<file path="src/hw/rtl/flrc_pkg.sv">
package flrc_pkg;

   // Fixed field widths of the request and response items
   localparam int REQ_W    = 2;
   localparam int LOC_W    = 16;
   localparam int SIZE_W   = 17;
   localparam int STATUS_W = 3;
   localparam int COUNT_W  = 6;

   typedef logic [REQ_W-1:0]   req_code_type;
   typedef logic [LOC_W-1:0]   loc_type;
   typedef logic [SIZE_W-1:0]  size_type;
   typedef logic [COUNT_W-1:0] count_type;

   // Request codes; the fourth code is unused and gets an ignored status
   localparam req_code_type REQ_APPEND  = 2'd0;
   localparam req_code_type REQ_RELEASE = 2'd1;
   localparam req_code_type REQ_DUMP    = 2'd2;

   // Response status codes
   typedef enum logic [STATUS_W-1:0] {
      ST_INSERTED = 3'd0,
      ST_LOWER    = 3'd1,
      ST_UPPER    = 3'd2,
      ST_BOTH     = 3'd3,
      ST_IGNORED  = 3'd4,
      ST_FULL     = 3'd5,
      ST_ENTRY    = 3'd6,
      ST_EMPTY    = 3'd7
   } status_type;

   // One free-list entry as stored in the list RAM
   typedef struct packed {
      loc_type  start;
      size_type length;
   } entry_type;

   localparam int ENTRY_W = $bits(entry_type);

   // Read address select
   typedef enum logic [2:0] {
      RD_ZERO,
      RD_IDX_NEXT,
      RD_LAST,
      RD_J_NEXT,
      RD_J_PREV
   } rd_sel_type;

   // Write address / data select
   typedef enum logic [2:0] {
      WR_APPEND,
      WR_INSERT,
      WR_LOWER,
      WR_BOTH,
      WR_UPPER,
      WR_SHUP,
      WR_SHDN
   } wr_sel_type;

   // Counter operations for the scan index and the entry count
   typedef enum logic [1:0] {
      CTR_HOLD,
      CTR_CLEAR,
      CTR_INC,
      CTR_DEC
   } ctr_op_type;

   // Shift index operations
   typedef enum logic [2:0] {
      J_HOLD,
      J_LOAD_LAST,
      J_LOAD_NEXT,
      J_INC,
      J_DEC
   } j_op_type;

   // Controller to datapath
   typedef struct packed {
      logic       req_ready;
      logic       rd_en;
      rd_sel_type rd_sel;
      logic       wr_en;
      wr_sel_type wr_sel;
      ctr_op_type idx_op;
      j_op_type   j_op;
      ctr_op_type cnt_op;
      logic       prev_ld;
      logic       cur_ld;
      logic       at_end_ld;
      logic       at_end_val;
      logic       st_ld;
      status_type st_val;
      logic       rsp_ld;
      logic       rsp_entry_ld;
   } cmd_type;

   // Datapath to controller
   typedef struct packed {
      logic req_valid;
      logic is_dump;
      logic is_release;
      logic ignored;
      logic out_of_range;
      logic full;
      logic empty;
      logic scan_le;
      logic idx_last;
      logic at_end;
      logic lower_hit;
      logic upper_hit;
      logic j_at_idx;
      logic j_last;
      logic rsp_free;
   } stat_type;

endpackage

</file>
<file path="src/hw/rtl/flrc_req_if.sv">
interface flrc_req_if;
   logic                   valid;
   logic                   ready;
   flrc_pkg::req_code_type req_type;
   flrc_pkg::loc_type      block_loc;
   flrc_pkg::size_type     block_size;

   modport source (output valid, output req_type, output block_loc, output block_size,
                   input ready);
   modport sink   (input valid, input req_type, input block_loc, input block_size,
                   output ready);
endinterface

</file>
<file path="src/hw/rtl/flrc_rsp_if.sv">
interface flrc_rsp_if;
   logic                   valid;
   logic                   ready;
   logic [flrc_pkg::STATUS_W-1:0] status;
   flrc_pkg::loc_type      entry_loc;
   flrc_pkg::size_type     entry_size;
   logic                   last;
   flrc_pkg::count_type    entry_count;

   modport source (output valid, output status, output entry_loc, output entry_size,
                   output last, output entry_count, input ready);
   modport sink   (input valid, input status, input entry_loc, input entry_size,
                   input last, input entry_count, output ready);
endinterface

</file>
<file path="src/hw/rtl/free_list_release_coalesce_core.sv">
// Channel  Dir  Handshake     Item
// req_ch   in   valid/ready   req_type, block_loc, block_size
// rsp_ch   out  valid/ready   status, entry_loc, entry_size, last, entry_count
//
// Append, ignored, rejected and empty-dump items: status set in EVAL, result loaded in FINISH.
// Release: SCAN reads entries from the head until one starts above block_loc or the list ends,
// then DECIDE sets the status; a plain insert below the tail first shifts the tail up (SHUP,
// INSWR), a merge with both neighbors then shifts it down (SHDN); the single RAM read port sets
// the one-entry-per-cycle pace. Dump: n results for n entries, one per cycle while rsp_ch takes
// them, the first loaded in DUMP after the read issued in EVAL. Reset clears the state, entry
// count and result valid; list contents stay unknown until written. A stalled rsp_ch holds the
// result and the dump walk; the next item is taken the cycle after the last result is loaded.
module free_list_release_coalesce_core #(
   parameter int LIST_DEPTH = 32,
   parameter int ADDR_BITS  = 16
) (
   input  logic       clock,
   input  logic       reset,
   flrc_req_if.sink   req_ch,
   flrc_rsp_if.source rsp_ch
);

   flrc_pkg::cmd_type  cmd;
   flrc_pkg::stat_type stat;

   flrc_ctrl u_ctrl (
      .clock (clock),
      .reset (reset),
      .stat  (stat),
      .cmd   (cmd)
   );

   flrc_dpath #(
      .LIST_DEPTH (LIST_DEPTH),
      .ADDR_BITS  (ADDR_BITS)
   ) u_dpath (
      .clock  (clock),
      .reset  (reset),
      .req_ch (req_ch),
      .rsp_ch (rsp_ch),
      .cmd    (cmd),
      .stat   (stat)
   );

endmodule

</file>
<file path="src/hw/rtl/flrc_ram.sv">
module flrc_ram #(
   parameter int WIDTH = 33,
   parameter int DEPTH = 32,
   localparam int AW = $clog2(DEPTH)
) (
   input  logic             clock,
   input  logic             wr_en,
   input  logic [AW-1:0]    wr_addr,
   input  logic [WIDTH-1:0] wr_data,
   input  logic             rd_en,
   input  logic [AW-1:0]    rd_addr,
   output logic [WIDTH-1:0] rd_data
);

   logic [WIDTH-1:0] mem_ff [DEPTH];
   logic [WIDTH-1:0] rdata_ff;

   // One write port, one registered read port; read data holds when not enabled
   always_ff @(posedge clock) begin
      if (wr_en) begin
         mem_ff[wr_addr] <= wr_data;
      end
      if (rd_en) begin
         rdata_ff <= mem_ff[rd_addr];
      end
   end

   assign rd_data = rdata_ff;

endmodule

</file>
<file path="src/hw/rtl/flrc_ctrl.sv">
module flrc_ctrl (
   input  logic               clock,
   input  logic               reset,
   input  flrc_pkg::stat_type stat,
   output flrc_pkg::cmd_type  cmd
);

   typedef enum logic [8:0] {
      S_IDLE   = 9'b000000001,
      S_EVAL   = 9'b000000010,
      S_SCAN   = 9'b000000100,
      S_DECIDE = 9'b000001000,
      S_SHUP   = 9'b000010000,
      S_INSWR  = 9'b000100000,
      S_SHDN   = 9'b001000000,
      S_DUMP   = 9'b010000000,
      S_FINISH = 9'b100000000
   } state_type;

   state_type state_ff, state_in;

   // Next state and command decode
   always_comb begin
      state_in = state_ff;
      cmd      = '0;
      unique case (state_ff)
         S_IDLE: begin
            cmd.req_ready = 1'b1;
            if (stat.req_valid) begin
               state_in = S_EVAL;
            end
         end

         S_EVAL: begin
            if (stat.is_dump) begin
               if (stat.empty) begin
                  cmd.st_ld  = 1'b1;
                  cmd.st_val = flrc_pkg::ST_EMPTY;
                  state_in   = S_FINISH;
               end else begin
                  cmd.rd_en  = 1'b1;
                  cmd.rd_sel = flrc_pkg::RD_ZERO;
                  cmd.idx_op = flrc_pkg::CTR_CLEAR;
                  state_in   = S_DUMP;
               end
            end else if (stat.ignored) begin
               cmd.st_ld  = 1'b1;
               cmd.st_val = flrc_pkg::ST_IGNORED;
               state_in   = S_FINISH;
            end else if (stat.out_of_range) begin
               cmd.st_ld  = 1'b1;
               cmd.st_val = flrc_pkg::ST_FULL;
               state_in   = S_FINISH;
            end else if (!stat.is_release) begin
               // append at the tail, no merging
               cmd.st_ld = 1'b1;
               if (stat.full) begin
                  cmd.st_val = flrc_pkg::ST_FULL;
               end else begin
                  cmd.st_val = flrc_pkg::ST_INSERTED;
                  cmd.wr_en  = 1'b1;
                  cmd.wr_sel = flrc_pkg::WR_APPEND;
                  cmd.cnt_op = flrc_pkg::CTR_INC;
               end
               state_in = S_FINISH;
            end else begin
               // release: walk the list for the insertion point
               cmd.idx_op    = flrc_pkg::CTR_CLEAR;
               cmd.at_end_ld = 1'b1;
               if (stat.empty) begin
                  cmd.at_end_val = 1'b1;
                  state_in       = S_DECIDE;
               end else begin
                  cmd.at_end_val = 1'b0;
                  cmd.rd_en      = 1'b1;
                  cmd.rd_sel     = flrc_pkg::RD_ZERO;
                  state_in       = S_SCAN;
               end
            end
         end

         S_SCAN: begin
            if (stat.scan_le) begin
               cmd.prev_ld = 1'b1;
               cmd.idx_op  = flrc_pkg::CTR_INC;
               if (stat.idx_last) begin
                  cmd.at_end_ld  = 1'b1;
                  cmd.at_end_val = 1'b1;
                  state_in       = S_DECIDE;
               end else begin
                  cmd.rd_en  = 1'b1;
                  cmd.rd_sel = flrc_pkg::RD_IDX_NEXT;
               end
            end else begin
               cmd.cur_ld = 1'b1;
               state_in   = S_DECIDE;
            end
         end

         S_DECIDE: begin
            cmd.st_ld = 1'b1;
            if (stat.lower_hit && stat.upper_hit) begin
               cmd.st_val = flrc_pkg::ST_BOTH;
               cmd.wr_en  = 1'b1;
               cmd.wr_sel = flrc_pkg::WR_BOTH;
               if (stat.idx_last) begin
                  cmd.cnt_op = flrc_pkg::CTR_DEC;
                  state_in   = S_FINISH;
               end else begin
                  cmd.rd_en  = 1'b1;
                  cmd.rd_sel = flrc_pkg::RD_IDX_NEXT;
                  cmd.j_op   = flrc_pkg::J_LOAD_NEXT;
                  state_in   = S_SHDN;
               end
            end else if (stat.lower_hit) begin
               cmd.st_val = flrc_pkg::ST_LOWER;
               cmd.wr_en  = 1'b1;
               cmd.wr_sel = flrc_pkg::WR_LOWER;
               state_in   = S_FINISH;
            end else if (stat.upper_hit) begin
               cmd.st_val = flrc_pkg::ST_UPPER;
               cmd.wr_en  = 1'b1;
               cmd.wr_sel = flrc_pkg::WR_UPPER;
               state_in   = S_FINISH;
            end else if (stat.full) begin
               cmd.st_val = flrc_pkg::ST_FULL;
               state_in   = S_FINISH;
            end else if (stat.at_end) begin
               cmd.st_val = flrc_pkg::ST_INSERTED;
               cmd.wr_en  = 1'b1;
               cmd.wr_sel = flrc_pkg::WR_INSERT;
               cmd.cnt_op = flrc_pkg::CTR_INC;
               state_in   = S_FINISH;
            end else begin
               // open a hole: shift the tail up from the last entry
               cmd.st_val = flrc_pkg::ST_INSERTED;
               cmd.rd_en  = 1'b1;
               cmd.rd_sel = flrc_pkg::RD_LAST;
               cmd.j_op   = flrc_pkg::J_LOAD_LAST;
               state_in   = S_SHUP;
            end
         end

         S_SHUP: begin
            cmd.wr_en  = 1'b1;
            cmd.wr_sel = flrc_pkg::WR_SHUP;
            if (stat.j_at_idx) begin
               state_in = S_INSWR;
            end else begin
               cmd.rd_en  = 1'b1;
               cmd.rd_sel = flrc_pkg::RD_J_PREV;
               cmd.j_op   = flrc_pkg::J_DEC;
            end
         end

         S_INSWR: begin
            cmd.wr_en  = 1'b1;
            cmd.wr_sel = flrc_pkg::WR_INSERT;
            cmd.cnt_op = flrc_pkg::CTR_INC;
            state_in   = S_FINISH;
         end

         S_SHDN: begin
            // close the gap left by the absorbed upper entry
            cmd.wr_en  = 1'b1;
            cmd.wr_sel = flrc_pkg::WR_SHDN;
            if (stat.j_last) begin
               cmd.cnt_op = flrc_pkg::CTR_DEC;
               state_in   = S_FINISH;
            end else begin
               cmd.rd_en  = 1'b1;
               cmd.rd_sel = flrc_pkg::RD_J_NEXT;
               cmd.j_op   = flrc_pkg::J_INC;
            end
         end

         S_DUMP: begin
            if (stat.rsp_free) begin
               cmd.rsp_entry_ld = 1'b1;
               if (stat.idx_last) begin
                  state_in = S_IDLE;
               end else begin
                  cmd.rd_en  = 1'b1;
                  cmd.rd_sel = flrc_pkg::RD_IDX_NEXT;
                  cmd.idx_op = flrc_pkg::CTR_INC;
               end
            end
         end

         S_FINISH: begin
            if (stat.rsp_free) begin
               cmd.rsp_ld = 1'b1;
               state_in   = S_IDLE;
            end
         end

         default: begin
            state_in = S_IDLE;
         end
      endcase
   end

   always_ff @(posedge clock) begin
      if (reset) begin
         state_ff <= S_IDLE;
      end else begin
         state_ff <= state_in;
      end
   end

endmodule

</file>
<file path="src/hw/rtl/flrc_dpath.sv">
module flrc_dpath #(
   parameter int LIST_DEPTH = 32,
   parameter int ADDR_BITS  = 16
) (
   input  logic               clock,
   input  logic               reset,
   flrc_req_if.sink           req_ch,
   flrc_rsp_if.source         rsp_ch,
   input  flrc_pkg::cmd_type  cmd,
   output flrc_pkg::stat_type stat
);

   localparam int AW = $clog2(LIST_DEPTH);
   localparam int CW = $clog2(LIST_DEPTH + 1);
   localparam int SUM_W = flrc_pkg::SIZE_W + 1;
   localparam int SPAN_W = 33;
   localparam logic [CW-1:0] ONE_C = CW'(1);
   localparam logic [CW-1:0] DEPTH_C = CW'(LIST_DEPTH);
   localparam logic [SPAN_W-1:0] ADDR_SPAN = SPAN_W'(1) << ADDR_BITS;

   // Captured request
   flrc_pkg::req_code_type type_ff, type_in;
   flrc_pkg::loc_type      loc_ff, loc_in;
   flrc_pkg::size_type     size_ff, size_in;

   // Walk state
   logic [CW-1:0]       count_ff, count_in;
   logic [CW-1:0]       idx_ff, idx_in;
   logic [CW-1:0]       j_ff, j_in;
   logic                at_end_ff, at_end_in;
   flrc_pkg::entry_type prev_ff, prev_in;
   flrc_pkg::entry_type cur_ff, cur_in;
   flrc_pkg::status_type st_ff, st_in;

   // Response register
   logic                rsp_valid_ff, rsp_valid_in;
   flrc_pkg::status_type rsp_status_ff, rsp_status_in;
   flrc_pkg::loc_type   rsp_loc_ff, rsp_loc_in;
   flrc_pkg::size_type  rsp_size_ff, rsp_size_in;
   logic                rsp_last_ff, rsp_last_in;
   flrc_pkg::count_type rsp_count_ff, rsp_count_in;

   // RAM side
   logic                rd_en, wr_en;
   logic [AW-1:0]       rd_addr, wr_addr;
   flrc_pkg::entry_type wr_data, rd_data;

   logic [CW-1:0]    idx_next, idx_prev, j_next, j_prev, count_last;
   logic [SUM_W-1:0] req_end, prev_end;
   logic [SUM_W:0]   both_len;
   logic             req_accept, rsp_accept;

   assign req_accept = req_ch.valid && req_ch.ready;
   assign rsp_accept = rsp_ch.valid && rsp_ch.ready;
   assign req_ch.ready = cmd.req_ready;

   assign idx_next   = idx_ff + ONE_C;
   assign idx_prev   = idx_ff - ONE_C;
   assign j_next     = j_ff + ONE_C;
   assign j_prev     = j_ff - ONE_C;
   assign count_last = count_ff - ONE_C;

   // End addresses for the touch checks
   assign req_end  = {2'b00, loc_ff} + {1'b0, size_ff};
   assign prev_end = {2'b00, prev_ff.start} + {1'b0, prev_ff.length};
   assign both_len = {2'b00, prev_ff.length} + {2'b00, size_ff} + {2'b00, cur_ff.length};

   // Status toward the controller
   always_comb begin
      stat.req_valid    = req_ch.valid;
      stat.is_dump      = (type_ff == flrc_pkg::REQ_DUMP);
      stat.is_release   = (type_ff == flrc_pkg::REQ_RELEASE);
      stat.ignored      = (type_ff != flrc_pkg::REQ_APPEND) &&
                          (type_ff != flrc_pkg::REQ_RELEASE) || (size_ff == '0);
      stat.out_of_range = (SPAN_W'(req_end) > ADDR_SPAN);
      stat.full         = (count_ff == DEPTH_C);
      stat.empty        = (count_ff == '0);
      stat.scan_le      = (rd_data.start <= loc_ff);
      stat.idx_last     = (idx_next == count_ff);
      stat.at_end       = at_end_ff;
      stat.lower_hit    = (idx_ff != '0) && (prev_end == {2'b00, loc_ff});
      stat.upper_hit    = !at_end_ff && (req_end == {2'b00, cur_ff.start});
      stat.j_at_idx     = (j_ff == idx_ff);
      stat.j_last       = (j_next == count_ff);
      stat.rsp_free     = !rsp_valid_ff || rsp_ch.ready;
   end

   // Read address decode
   always_comb begin
      rd_en = cmd.rd_en;
      unique case (cmd.rd_sel)
         flrc_pkg::RD_ZERO:     rd_addr = '0;
         flrc_pkg::RD_IDX_NEXT: rd_addr = idx_next[AW-1:0];
         flrc_pkg::RD_LAST:     rd_addr = count_last[AW-1:0];
         flrc_pkg::RD_J_NEXT:   rd_addr = j_next[AW-1:0];
         flrc_pkg::RD_J_PREV:   rd_addr = j_prev[AW-1:0];
         default:               rd_addr = '0;
      endcase
   end

   // Write address and data decode
   always_comb begin
      wr_en = cmd.wr_en;
      unique case (cmd.wr_sel)
         flrc_pkg::WR_APPEND: begin
            wr_addr = count_ff[AW-1:0];
            wr_data = '{start: loc_ff, length: size_ff};
         end
         flrc_pkg::WR_INSERT: begin
            wr_addr = idx_ff[AW-1:0];
            wr_data = '{start: loc_ff, length: size_ff};
         end
         flrc_pkg::WR_LOWER: begin
            wr_addr = idx_prev[AW-1:0];
            wr_data = '{start: prev_ff.start,
                        length: flrc_pkg::SIZE_W'(prev_ff.length + size_ff)};
         end
         flrc_pkg::WR_BOTH: begin
            wr_addr = idx_prev[AW-1:0];
            wr_data = '{start: prev_ff.start, length: flrc_pkg::SIZE_W'(both_len)};
         end
         flrc_pkg::WR_UPPER: begin
            wr_addr = idx_ff[AW-1:0];
            wr_data = '{start: loc_ff,
                        length: flrc_pkg::SIZE_W'(cur_ff.length + size_ff)};
         end
         flrc_pkg::WR_SHUP: begin
            wr_addr = j_next[AW-1:0];
            wr_data = rd_data;
         end
         flrc_pkg::WR_SHDN: begin
            wr_addr = j_prev[AW-1:0];
            wr_data = rd_data;
         end
         default: begin
            wr_addr = '0;
            wr_data = rd_data;
         end
      endcase
   end

   flrc_ram #(
      .WIDTH (flrc_pkg::ENTRY_W),
      .DEPTH (LIST_DEPTH)
   ) u_list_ram (
      .clock   (clock),
      .wr_en   (wr_en),
      .wr_addr (wr_addr),
      .wr_data (wr_data),
      .rd_en   (rd_en),
      .rd_addr (rd_addr),
      .rd_data (rd_data)
   );

   // Counters and walk registers
   always_comb begin
      type_in = type_ff;
      loc_in  = loc_ff;
      size_in = size_ff;
      if (req_accept) begin
         type_in = req_ch.req_type;
         loc_in  = req_ch.block_loc;
         size_in = req_ch.block_size;
      end

      case (cmd.idx_op)
         flrc_pkg::CTR_CLEAR: idx_in = '0;
         flrc_pkg::CTR_INC:   idx_in = idx_next;
         flrc_pkg::CTR_DEC:   idx_in = idx_prev;
         default:             idx_in = idx_ff;
      endcase

      case (cmd.cnt_op)
         flrc_pkg::CTR_CLEAR: count_in = '0;
         flrc_pkg::CTR_INC:   count_in = count_ff + ONE_C;
         flrc_pkg::CTR_DEC:   count_in = count_last;
         default:             count_in = count_ff;
      endcase

      case (cmd.j_op)
         flrc_pkg::J_LOAD_LAST: j_in = count_last;
         flrc_pkg::J_LOAD_NEXT: j_in = idx_next;
         flrc_pkg::J_INC:       j_in = j_next;
         flrc_pkg::J_DEC:       j_in = j_prev;
         default:               j_in = j_ff;
      endcase

      at_end_in = cmd.at_end_ld ? cmd.at_end_val : at_end_ff;
      prev_in   = cmd.prev_ld ? rd_data : prev_ff;
      cur_in    = cmd.cur_ld ? rd_data : cur_ff;
      st_in     = cmd.st_ld ? cmd.st_val : st_ff;
   end

   // Response register: loads when free or being taken
   always_comb begin
      rsp_valid_in  = rsp_valid_ff;
      rsp_status_in = rsp_status_ff;
      rsp_loc_in    = rsp_loc_ff;
      rsp_size_in   = rsp_size_ff;
      rsp_last_in   = rsp_last_ff;
      rsp_count_in  = rsp_count_ff;
      if (rsp_accept) begin
         rsp_valid_in = 1'b0;
      end
      if (cmd.rsp_entry_ld) begin
         rsp_valid_in  = 1'b1;
         rsp_status_in = flrc_pkg::ST_ENTRY;
         rsp_loc_in    = rd_data.start;
         rsp_size_in   = rd_data.length;
         rsp_last_in   = stat.idx_last;
         rsp_count_in  = flrc_pkg::COUNT_W'(count_ff);
      end else if (cmd.rsp_ld) begin
         rsp_valid_in  = 1'b1;
         rsp_status_in = st_ff;
         rsp_loc_in    = '0;
         rsp_size_in   = '0;
         rsp_last_in   = 1'b1;
         rsp_count_in  = flrc_pkg::COUNT_W'(count_ff);
      end
   end

   always_ff @(posedge clock) begin
      if (reset) begin
         count_ff     <= '0;
         rsp_valid_ff <= 1'b0;
      end else begin
         count_ff     <= count_in;
         rsp_valid_ff <= rsp_valid_in;
      end
   end

   always_ff @(posedge clock) begin
      type_ff       <= type_in;
      loc_ff        <= loc_in;
      size_ff       <= size_in;
      idx_ff        <= idx_in;
      j_ff          <= j_in;
      at_end_ff     <= at_end_in;
      prev_ff       <= prev_in;
      cur_ff        <= cur_in;
      st_ff         <= st_in;
      rsp_status_ff <= rsp_status_in;
      rsp_loc_ff    <= rsp_loc_in;
      rsp_size_ff   <= rsp_size_in;
      rsp_last_ff   <= rsp_last_in;
      rsp_count_ff  <= rsp_count_in;
   end

   assign rsp_ch.valid       = rsp_valid_ff;
   assign rsp_ch.status      = rsp_status_ff;
   assign rsp_ch.entry_loc   = rsp_loc_ff;
   assign rsp_ch.entry_size  = rsp_size_ff;
   assign rsp_ch.last        = rsp_last_ff;
   assign rsp_ch.entry_count = rsp_count_ff;

endmodule

</file>
<file path="src/flat_wrapper.sv">
// flat-port wrapper written by rule: the top's interface ports become plain ports
module free_list_release_coalesce_core_flat 
#(
   parameter int LIST_DEPTH = 32,
   parameter int ADDR_BITS  = 16
)
  (clock, reset, req_ch_valid, req_ch_req_type, req_ch_block_loc, req_ch_block_size, req_ch_ready, rsp_ch_valid, rsp_ch_status, rsp_ch_entry_loc, rsp_ch_entry_size, rsp_ch_last, rsp_ch_entry_count, rsp_ch_ready);
  flrc_req_if req_ch_i ();
  flrc_rsp_if rsp_ch_i ();
  input  logic clock;
  input  logic reset;
  input wire logic [$bits(req_ch_i.valid)-1:0] req_ch_valid;
  input wire logic [$bits(req_ch_i.req_type)-1:0] req_ch_req_type;
  input wire logic [$bits(req_ch_i.block_loc)-1:0] req_ch_block_loc;
  input wire logic [$bits(req_ch_i.block_size)-1:0] req_ch_block_size;
  output wire logic [$bits(req_ch_i.ready)-1:0] req_ch_ready;
  output wire logic [$bits(rsp_ch_i.valid)-1:0] rsp_ch_valid;
  output wire logic [$bits(rsp_ch_i.status)-1:0] rsp_ch_status;
  output wire logic [$bits(rsp_ch_i.entry_loc)-1:0] rsp_ch_entry_loc;
  output wire logic [$bits(rsp_ch_i.entry_size)-1:0] rsp_ch_entry_size;
  output wire logic [$bits(rsp_ch_i.last)-1:0] rsp_ch_last;
  output wire logic [$bits(rsp_ch_i.entry_count)-1:0] rsp_ch_entry_count;
  input wire logic [$bits(rsp_ch_i.ready)-1:0] rsp_ch_ready;
  assign req_ch_i.valid = req_ch_valid;
  assign req_ch_i.req_type = req_ch_req_type;
  assign req_ch_i.block_loc = req_ch_block_loc;
  assign req_ch_i.block_size = req_ch_block_size;
  assign req_ch_ready = req_ch_i.ready;
  assign rsp_ch_valid = rsp_ch_i.valid;
  assign rsp_ch_status = rsp_ch_i.status;
  assign rsp_ch_entry_loc = rsp_ch_i.entry_loc;
  assign rsp_ch_entry_size = rsp_ch_i.entry_size;
  assign rsp_ch_last = rsp_ch_i.last;
  assign rsp_ch_entry_count = rsp_ch_i.entry_count;
  assign rsp_ch_i.ready = rsp_ch_ready;
  free_list_release_coalesce_core #(.LIST_DEPTH(LIST_DEPTH), .ADDR_BITS(ADDR_BITS)) u_core (.clock(clock), .reset(reset), .req_ch(req_ch_i), .rsp_ch(rsp_ch_i));
endmodule
</file>
<file path="config.mk">
export PLATFORM = sky130hd
export DESIGN_NAME = free_list_release_coalesce_core_flat
export DESIGN_NICKNAME = d
export VERILOG_FILES = /design/src/hw/rtl/flrc_pkg.sv /design/src/hw/rtl/flrc_req_if.sv /design/src/hw/rtl/flrc_rsp_if.sv /design/src/hw/rtl/free_list_release_coalesce_core.sv /design/src/hw/rtl/flrc_ram.sv /design/src/hw/rtl/flrc_ctrl.sv /design/src/hw/rtl/flrc_dpath.sv /design/src/flat_wrapper.sv
export SDC_FILE = /design/constraint.sdc
export NUM_CORES = 2
export LEC_CHECK = 0
export BUFFER_PORTS_ARGS = -buffer_cell sky130_fd_sc_hd__buf_4
export CORE_ASPECT_RATIO = 0.8
export CORE_MARGIN = 8
export CORE_UTILIZATION = 50
export DETAILED_ROUTE_END_ITERATION = 10
export PLACE_DENSITY = 0.68
export SETUP_SLACK_MARGIN = 0.15
export SYNTH_ARGS = -nofsm -noshare
export SYNTH_HDL_FRONTEND = slang
export SYNTH_SLANG_ARGS = --single-unit
</file>
<file path="constraint.sdc">
create_clock -name clock -period 7.5 [get_ports clock]
set_clock_uncertainty 0.05 [all_clocks]
set_input_delay 0.75 -clock clock [delete_from_list [all_inputs] [get_ports clock]]
set_output_delay 0.75 -clock clock [all_outputs]
set_load 0.02 [all_outputs]
</file>
# Word level (Yosys, flattened, before mapping)
# Memories as Yosys holds them, arrays and structs flattened. A register that Yosys moved wholly into a read port is not among the register bits.
# Cells that the tools add are included.
[op_classes] addsub=12 reduce_logical=24 n_lt_le_gt_ge=2 muxes=112 n_eq_ne=45
[op_table] operator="$mux W9" count=19
[op_table] operator="$pmux W33 S4" count=1
[op_table] operator="$mux W4" count=23
[op_table] operator="$pmux W9 S9" count=1
[op_table] operator="$add A17 B17 Y17" count=4
[op_table] operator="$mux W2" count=20
[op_table] operator="$add A16 B17 Y18" count=2
[op_table] operator="$eq A18 B16 Y1" count=2
[op_table] operator="$pmux W6 S3" count=2
[op_table] operator="$mux W17" count=2
[op_table] operator="$mux W16" count=2
[op_table] operator="$pmux W5 S5" count=1
[op_table] operator="$mux W3" count=8
[op_table] operator="$pmux W4 S6" count=1
[op_table] operator="$pmux W6 S4" count=1
[op_table] operator="$mux W10" count=2
[op_table] operator="$pmux W4 S5" count=1
[op_table] operator="$pmux W5 S4" count=1
[op_table] operator="$add A6 B1 Y6 const B" count=3
[op_table] operator="$eq A3 B2 Y1 const B" count=6
[op_table] operator="$eq A6 B6 Y1" count=3
[op_table] operator="$gt A18 B17 Y1 const B" count=1
[op_table] operator="$sub A6 B1 Y6 const B" count=3
[op_table] operator="$logic_not A17 Y1" count=1
[op_table] operator="38 further kinds" count=85
[totals] out_inout_bits=45 reg_bits=176 wordCells=215 input_bits=39 mem_bits_rw=1056 mem_count=1
[memory_table] memory="u_core.u_dpath.u_list_ram.mem_ff" depth=32 word_bits=33 read_ports=1 rd_clocked_by_memory_dff=1 wr=1 line="flrc_ram.sv:15" text="logic [WIDTH-1:0] mem_ff [DEPTH];"

# Depth between registers and ports, before layout
[depth] depth_word=10 ltp_mapped=29 ltp_nobuf=28

# Cells and area by module
# Synthesis repeated with hierarchy kept, for this count alone.
[hier_totals] hier_cells=3661 hier_area_um2=55107.9
[modules_own_cells] module="flrc_ram" area_per_inst_um2=42144.2 cells_each=2332 seq_area_each_um2=32701.4 instances=1
[modules_own_cells] module="flrc_dpath" area_per_inst_um2=11992.8 cells_each=1189 seq_area_each_um2=4914.7 instances=1
[modules_own_cells] module="flrc_ctrl" area_per_inst_um2=970.9 cells_each=140 seq_area_each_um2=180.2 instances=1

# Worst setup path before layout
# OpenSTA, ideal clock, no wires.
[synth_path] path_type="register to register" startpoint="reg u_core.u_dpath.prev_ff[3] in the netlist's numbering" endpoint="mem u_core.u_dpath.u_list_ram.mem_ff[0][13], data pin" slack_ns=-0.144 t_required_ns=6.996 t_arrival_ns=7.140 path_stages_with_launch=26 setup_ns=0.454 cell_sequence="edfxtp_1 > ha_1 > nand3_1 > o22ai_1 > mux2_2 > nor4_1 > nand4_1 > or4_1 > buf_2 > nand3b_1 > clkbuf_1 > mux2_2 > ha_1 > a21o_1 > a21oi_1 > o21bai_1 > a21oi_1 > o21ai_0 > a21oi_1 > o21ai_0 > o41ai_1 > inv_1 > a21oi_1 > o21bai_1 > xnor2_1 > o21ai_0"
[synth_via] elab_chain_len=9 elab_cells_between_ends=17 cone_classes="4 x add/sub; 5 x eq/ne; 4 x mux; 4 x reduce/logical"
[synth_lines] item="start, declared" line="flrc_dpath.sv:31" text="flrc_pkg::entry_type prev_ff, prev_in;"
[synth_lines] item="start signal, assigned" line="flrc_dpath.sv:239" text="prev_ff <= prev_in;"
[synth_lines] item="$add A16 B17 Y18" line="flrc_dpath.sv:65" text="assign prev_end = {2'b00, prev_ff.start} + {1'b0, prev_ff.length};"
[synth_lines] item="$eq A18 B16 Y1" line="flrc_dpath.sv:81" text="stat.lower_hit = (idx_ff != '0) && (prev_end == {2'b00, loc_ff});"
[synth_lines] item="$logic_and A1 B1 Y1" line="flrc_dpath.sv:81"
[synth_lines] item="$mux W4 or $logic_and A1 B1 Y1 (tied branches)" line="flrc_ctrl.sv:115, flrc_ctrl.sv:102"
[synth_lines] item="$mux W8" line="flrc_ctrl.sv:102" text="if (stat.lower_hit && stat.upper_hit) begin"
[synth_lines] item="$pmux W4 S5" line="flrc_ctrl.sv:26" text="unique case (state_ff)"
[synth_lines] item="$eq A3 B1 Y1 or $logic_not A3 Y1 (tied branches)" line="flrc_dpath.sv:104" text="unique case (cmd.wr_sel)"
[synth_lines] item="$reduce_or A2 Y1 (no line)"
[synth_lines] item="$pmux W33 S4 *" line="flrc_dpath.sv:104"
[synth_lines] item="via u_core.u_dpath.u_list_ram.wr_data[13]" line="flrc_ram.sv:9" text="input logic [WIDTH-1:0] wr_data,"
[synth_lines] item="end, declared" line="flrc_ram.sv:15"
# The timed path passes the listed nets; every way through them passes the cells marked *.

# Worst setup path after layout
[layout_path] startpoint="reg u_core.u_dpath.loc_ff[1]" endpoint="mem u_core.u_dpath.u_list_ram.mem_ff[24][13], data pin"
[layout_via] elab_chain_len=10 elab_cells_between_ends=21 cone_classes="1 x add/sub; 1 x order compare; 6 x eq/ne; 8 x mux; 5 x reduce/logical"
[layout_lines] item="start, declared" line="flrc_dpath.sv:23" text="flrc_pkg::loc_type loc_ff, loc_in;"
[layout_lines] item="start signal, assigned" line="flrc_dpath.sv:234" text="loc_ff <= loc_in;"
[layout_lines] item="parallel branches: the longest is 6 deep, another holds $add A16 B17 Y18"
[layout_lines] item="$pmux W4 S5 *" line="flrc_ctrl.sv:26"
[layout_lines] item="$eq A3 B1 Y1 or $logic_not A3 Y1 (tied branches)" line="flrc_dpath.sv:104"
[layout_lines] item="$reduce_or A2 Y1 (no line)"
[layout_lines] item="$pmux W33 S4 *" line="flrc_dpath.sv:104"
# Every way passes the cells marked *.

==> qor.csv <==
stage,metric,value,unit
run_status,run status,completed,
die,num ports,84,
die,die width,392,um
critical_path,kind of critical path,reg2reg,
pwr,overall power,15.4,mW
logic_synthesis,synth unique cells,96,
finish,share of cells above drive strength 1,13.1,%
finish,fillers,8969,
route,First DRT Iteration DRCs,5260,
finish,"commonest non-fill, non-tap cell in the layout",edfxtp_1,
timing,Slew HR,10.4,%
logic_synthesis,post-synthesis area per instance,12.6,sq um
timing,Final period util,93.6,%
pwr,Leak Pwr,22.8,nW
critical_path,Crit. End Element,flip-flop,
clock_network,Root Driver,clkbuf_16,
route,Vias,38700,
critical_path,WP buf/inv,5,
global_route,first-pass GRT wire length,242000,um
die,starting density of the core,50.3,%
place,IO buf count,83,
global_route,largest net degree at the start of global routing,134,
critical_path,CP top delay family,compound AO/OA/AOI/OAI gates,
timing,Tightest Pin Transition,1.34,ns
timing,min Tclk post-route,7.02,ns
clock_network,clock buffer depth,3,
finish,multi-input combinational cell area,17800,sq um
global_route,GRT Residual Overflow,0,
place,DP Area,60200,sq um
global_route,initial antenna violation count,3,
critical_path,WP data arrival,7.42,ns
critical_path,Worst Path Required,7.91,ns
critical_path,largest stage delay on the critical path,0.50,ns
logic_synthesis,Synth Warn #,0,
logic_synthesis,most common flop cell mapped by yosys,edfxtp_1,
clock_network,CTS tree,done,
finish,Register Area,37800,sq um
pwr,P per Cell Area,239,nW/um^2
flow_run,max-cap violations,0,
die,Core Region,112000,sq um
route,drt wl/cell,26.6,um
pwr,maximum vdd drop,0.232,mV
clock_network,Skew-Pair Late Insertion Delay,0.76,ns
timing,RSZ-0062 raised after global routing,false,
critical_path,cell mode on critical path,buf_4,
logic_synthesis,"area leader, netlist",edfxtp_1,
clock_network,# H-tree levels,3,
route,drt pass-1 iters,6,
finish,P&R area growth vs syn,13.8,%
logic_synthesis,"Cell Area, Synth",56500,sq um
logic_synthesis,Post-Synthesis Cells,4494,
logic_synthesis,Synth async-reset ratio,0,%
logic_synthesis,Synth top area share,66.2,%
finish,Final nets,4801,
clock_network,total CTS buffers,118,
worst_hold_path,hold crit path type,in2reg,
die,Die Ht,317,um
route,vias per inst,6.18,
route,drc violations,0,
global_route,number of global-route vias before repair,36500,
logic_synthesis,"EDFF count, synth",1246,
finish,most frequent cells in the layout,"edfxtp_1 (1246), nand2_1 (911), nand3_1 (485), buf_4 (268), mux2i_1 (171)",
clock_network,clk slew on worst S/H paths,0.07,ns
timing,"Setup violations, final",0,
clock_network,Clock Sinks,1265,
place,gpl congestion,0.960,
global_route,total track usage,26.0,%
timing,final hold violations,0,
critical_path,nature of the critical path startpoint,flip-flop,
route,Total Wirelength,167000,um
logic_synthesis,post-synth net total,4640,
place,HPWL after detailed placement,103000,um
die,die area,124000,sq um
critical_path,Crit Path Max Fanout,16,
die,FP Rows,110,
route,antenna-violating nets left,0,
logic_synthesis,"flops & latches, synth",1265,
logic_synthesis,"Seq/Total Area, Yosys",66.9,%
finish,post-route cell area,64300,sq um
timing,Fmax,0.142,GHz
timing,"Slew Viols, Final",0,
logic_synthesis,ranking of synthesized cells by area,"edfxtp_1 (66%), nand2_1 (6.1%), nand3_1 (4.3%)",
critical_path,crit path max-delay cell type,edfxtp_1,
==> registers in the layout, summed over array words and instances, names as in the netlist, 9 cells and up <==
signal and cells:
u_core.u_dpath.size_ff 17, u_core.u_dpath.u_list_ram.rd_data 33, u_core.u_dpath.cur_ff 33, u_core.u_dpath.u_list_ram.mem_ff 1056, u_core.u_dpath.rsp_ch.entry_loc 16, u_core.u_dpath.loc_ff 16, u_core.u_ctrl.state_ff 9, u_core.u_dpath.rsp_ch.entry_size 17
u_core.u_dpath.prev_ff 33
==> cell usage after synthesis (all sizes together), types with 16 or more instances <==
cell type and instances:
nand4 48, and3 113, o22ai 16, mux2 19
a21o 32, buf 148, dfxtp 19, clkbuf 114
o211ai 17, xnor2 68, a2bb2oi 21, fa 20
ha 87, or3 17, a221oi 39, a211oi 37
inv 61, nand2b 16, edfxtp 1246, o31ai 22
nor3 34, nand3 486, mux2i 171, nor2 161
a31oi 17, xor2 39, o21ai 114, a21oi 152
nand2 913
==> layer usage <==
| layer | GRT usage (%) | up-vias | part of all wire, % |
|---|---|---|---|
| met5 | 0 | - | 0 |
| met3 | 5.38 | 345 | 10 |
| met2 | 40.4 | 2101 | 45 |
| met1 | 37.0 | 19200 | 41 |
| met4 | 8.38 | 0 | 3.4 |
| li1 | - | 17100 | - |
==> stage by stage <==
| step | util [%] | setup WS, ns | hold WS, ns | instances | TNS (ns) |
|---|---|---|---|---|---|
| floorplan | - | 0.182 | 0.356 | 4494 | 0 |
| global placement | 53.6 | -0.121 | 0.391 | 6039 | -3.84 |
| detailed placement | 53.6 | -0.204 | 0.400 | 6039 | -10.14 |
| CTS | 57.1 | 0.241 | 0.0868 | 6260 | 0 |
| global route | 57.3 | 0.0894 | 0.0987 | 6267 | 0 |
| finish | 57.3 | 0.481 | 0.124 | 6268 | 0 |
==> path summary, 6_finish.rpt <==
| check | startpoint | end | slack [ns] | cells after the start |
|---|---|---|---|---|
| setup reg to reg | u_core.u_dpath.loc_ff[1] | u_core.u_dpath.u_list_ram.mem_ff[24][13] | 0.48 | 27 |
| hold reg to reg | u_core.u_dpath.st_ff[2] | u_core.u_dpath.rsp_ch.status[2] | 0.42 | 2 |
| setup / recovery | u_core.u_dpath.loc_ff[1] | u_core.u_dpath.u_list_ram.mem_ff[24][13] | 0.48 | 27 |
| hold / removal | req_ch_block_loc[13] | u_core.u_dpath.loc_ff[13] | 0.12 | 1 |
==> power by group <==
part / switching, mW / internal, mW
clock network: 2.69 / 3.36
logic: 0.878 / 0.456
registers: 0.0389 / 7.96
==> worst register-to-register path, stage by stage (launching register included) <==
cell,delay (ns)
edfxtp_1,0.50
ha_1,0.37
a211oi_2,0.35
o21a_1,0.28
a21boi_2,0.11
buf_4,0.17
o311a_1,0.38
nor3b_1,0.21
o2bb2ai_1,0.25
nand3_2,0.24
nand3b_1,0.36
buf_4,0.23
mux2_2,0.26
ha_1,0.32
a21oi_1,0.21
o21bai_1,0.09
a21oi_1,0.23
o21ai_0,0.15
a21oi_2,0.19
o21ai_0,0.17
o41ai_2,0.41
buf_4,0.19
inv_1,0.04
a21oi_1,0.13
o21bai_1,0.11
xnor2_2,0.16
buf_4,0.18
o21ai_4,0.43
==> timing repair <==
| action | in CTS | in global routing |
|---|---|---|
| hold buffers | 0 | 0 |
| gates resized for setup | 5 | 13 |
| setup endpoints to repair | 64 | 128 |
| pin swaps | 1 | 6 |
| gates cloned | 1 | 1 |
| setup buffers | 0 | 6 |
==> area by class of cell <==
class / instances / share of cell area, %
flip-flops and latches: 1265 / 58.8
multi-input cells: 2908 / 27.7
clock buffers: 135 / 4.71
repair buffers: 301 / 4.15
well taps: 1512 / 2.94
clock inverters: 85 / 1.35
inverters: 61 / 0.356
diodes: 1 / 0.00389
==> cell families (layout without fill, tap and decap cells) <==
logic type,count (synthesis),after routing,synth area share (%)
compound gates,610,612,7.39
simple gates,1888,1888,15.3
flops,1265,1265,66.9
other cells,0,1,0
mux,190,190,3.41
buf+inv,323,582,2.59
xor+xnor,111,111,1.82
fa+ha+maj,107,107,2.63
Note: power is estimated with default switching activity, not from simulation.
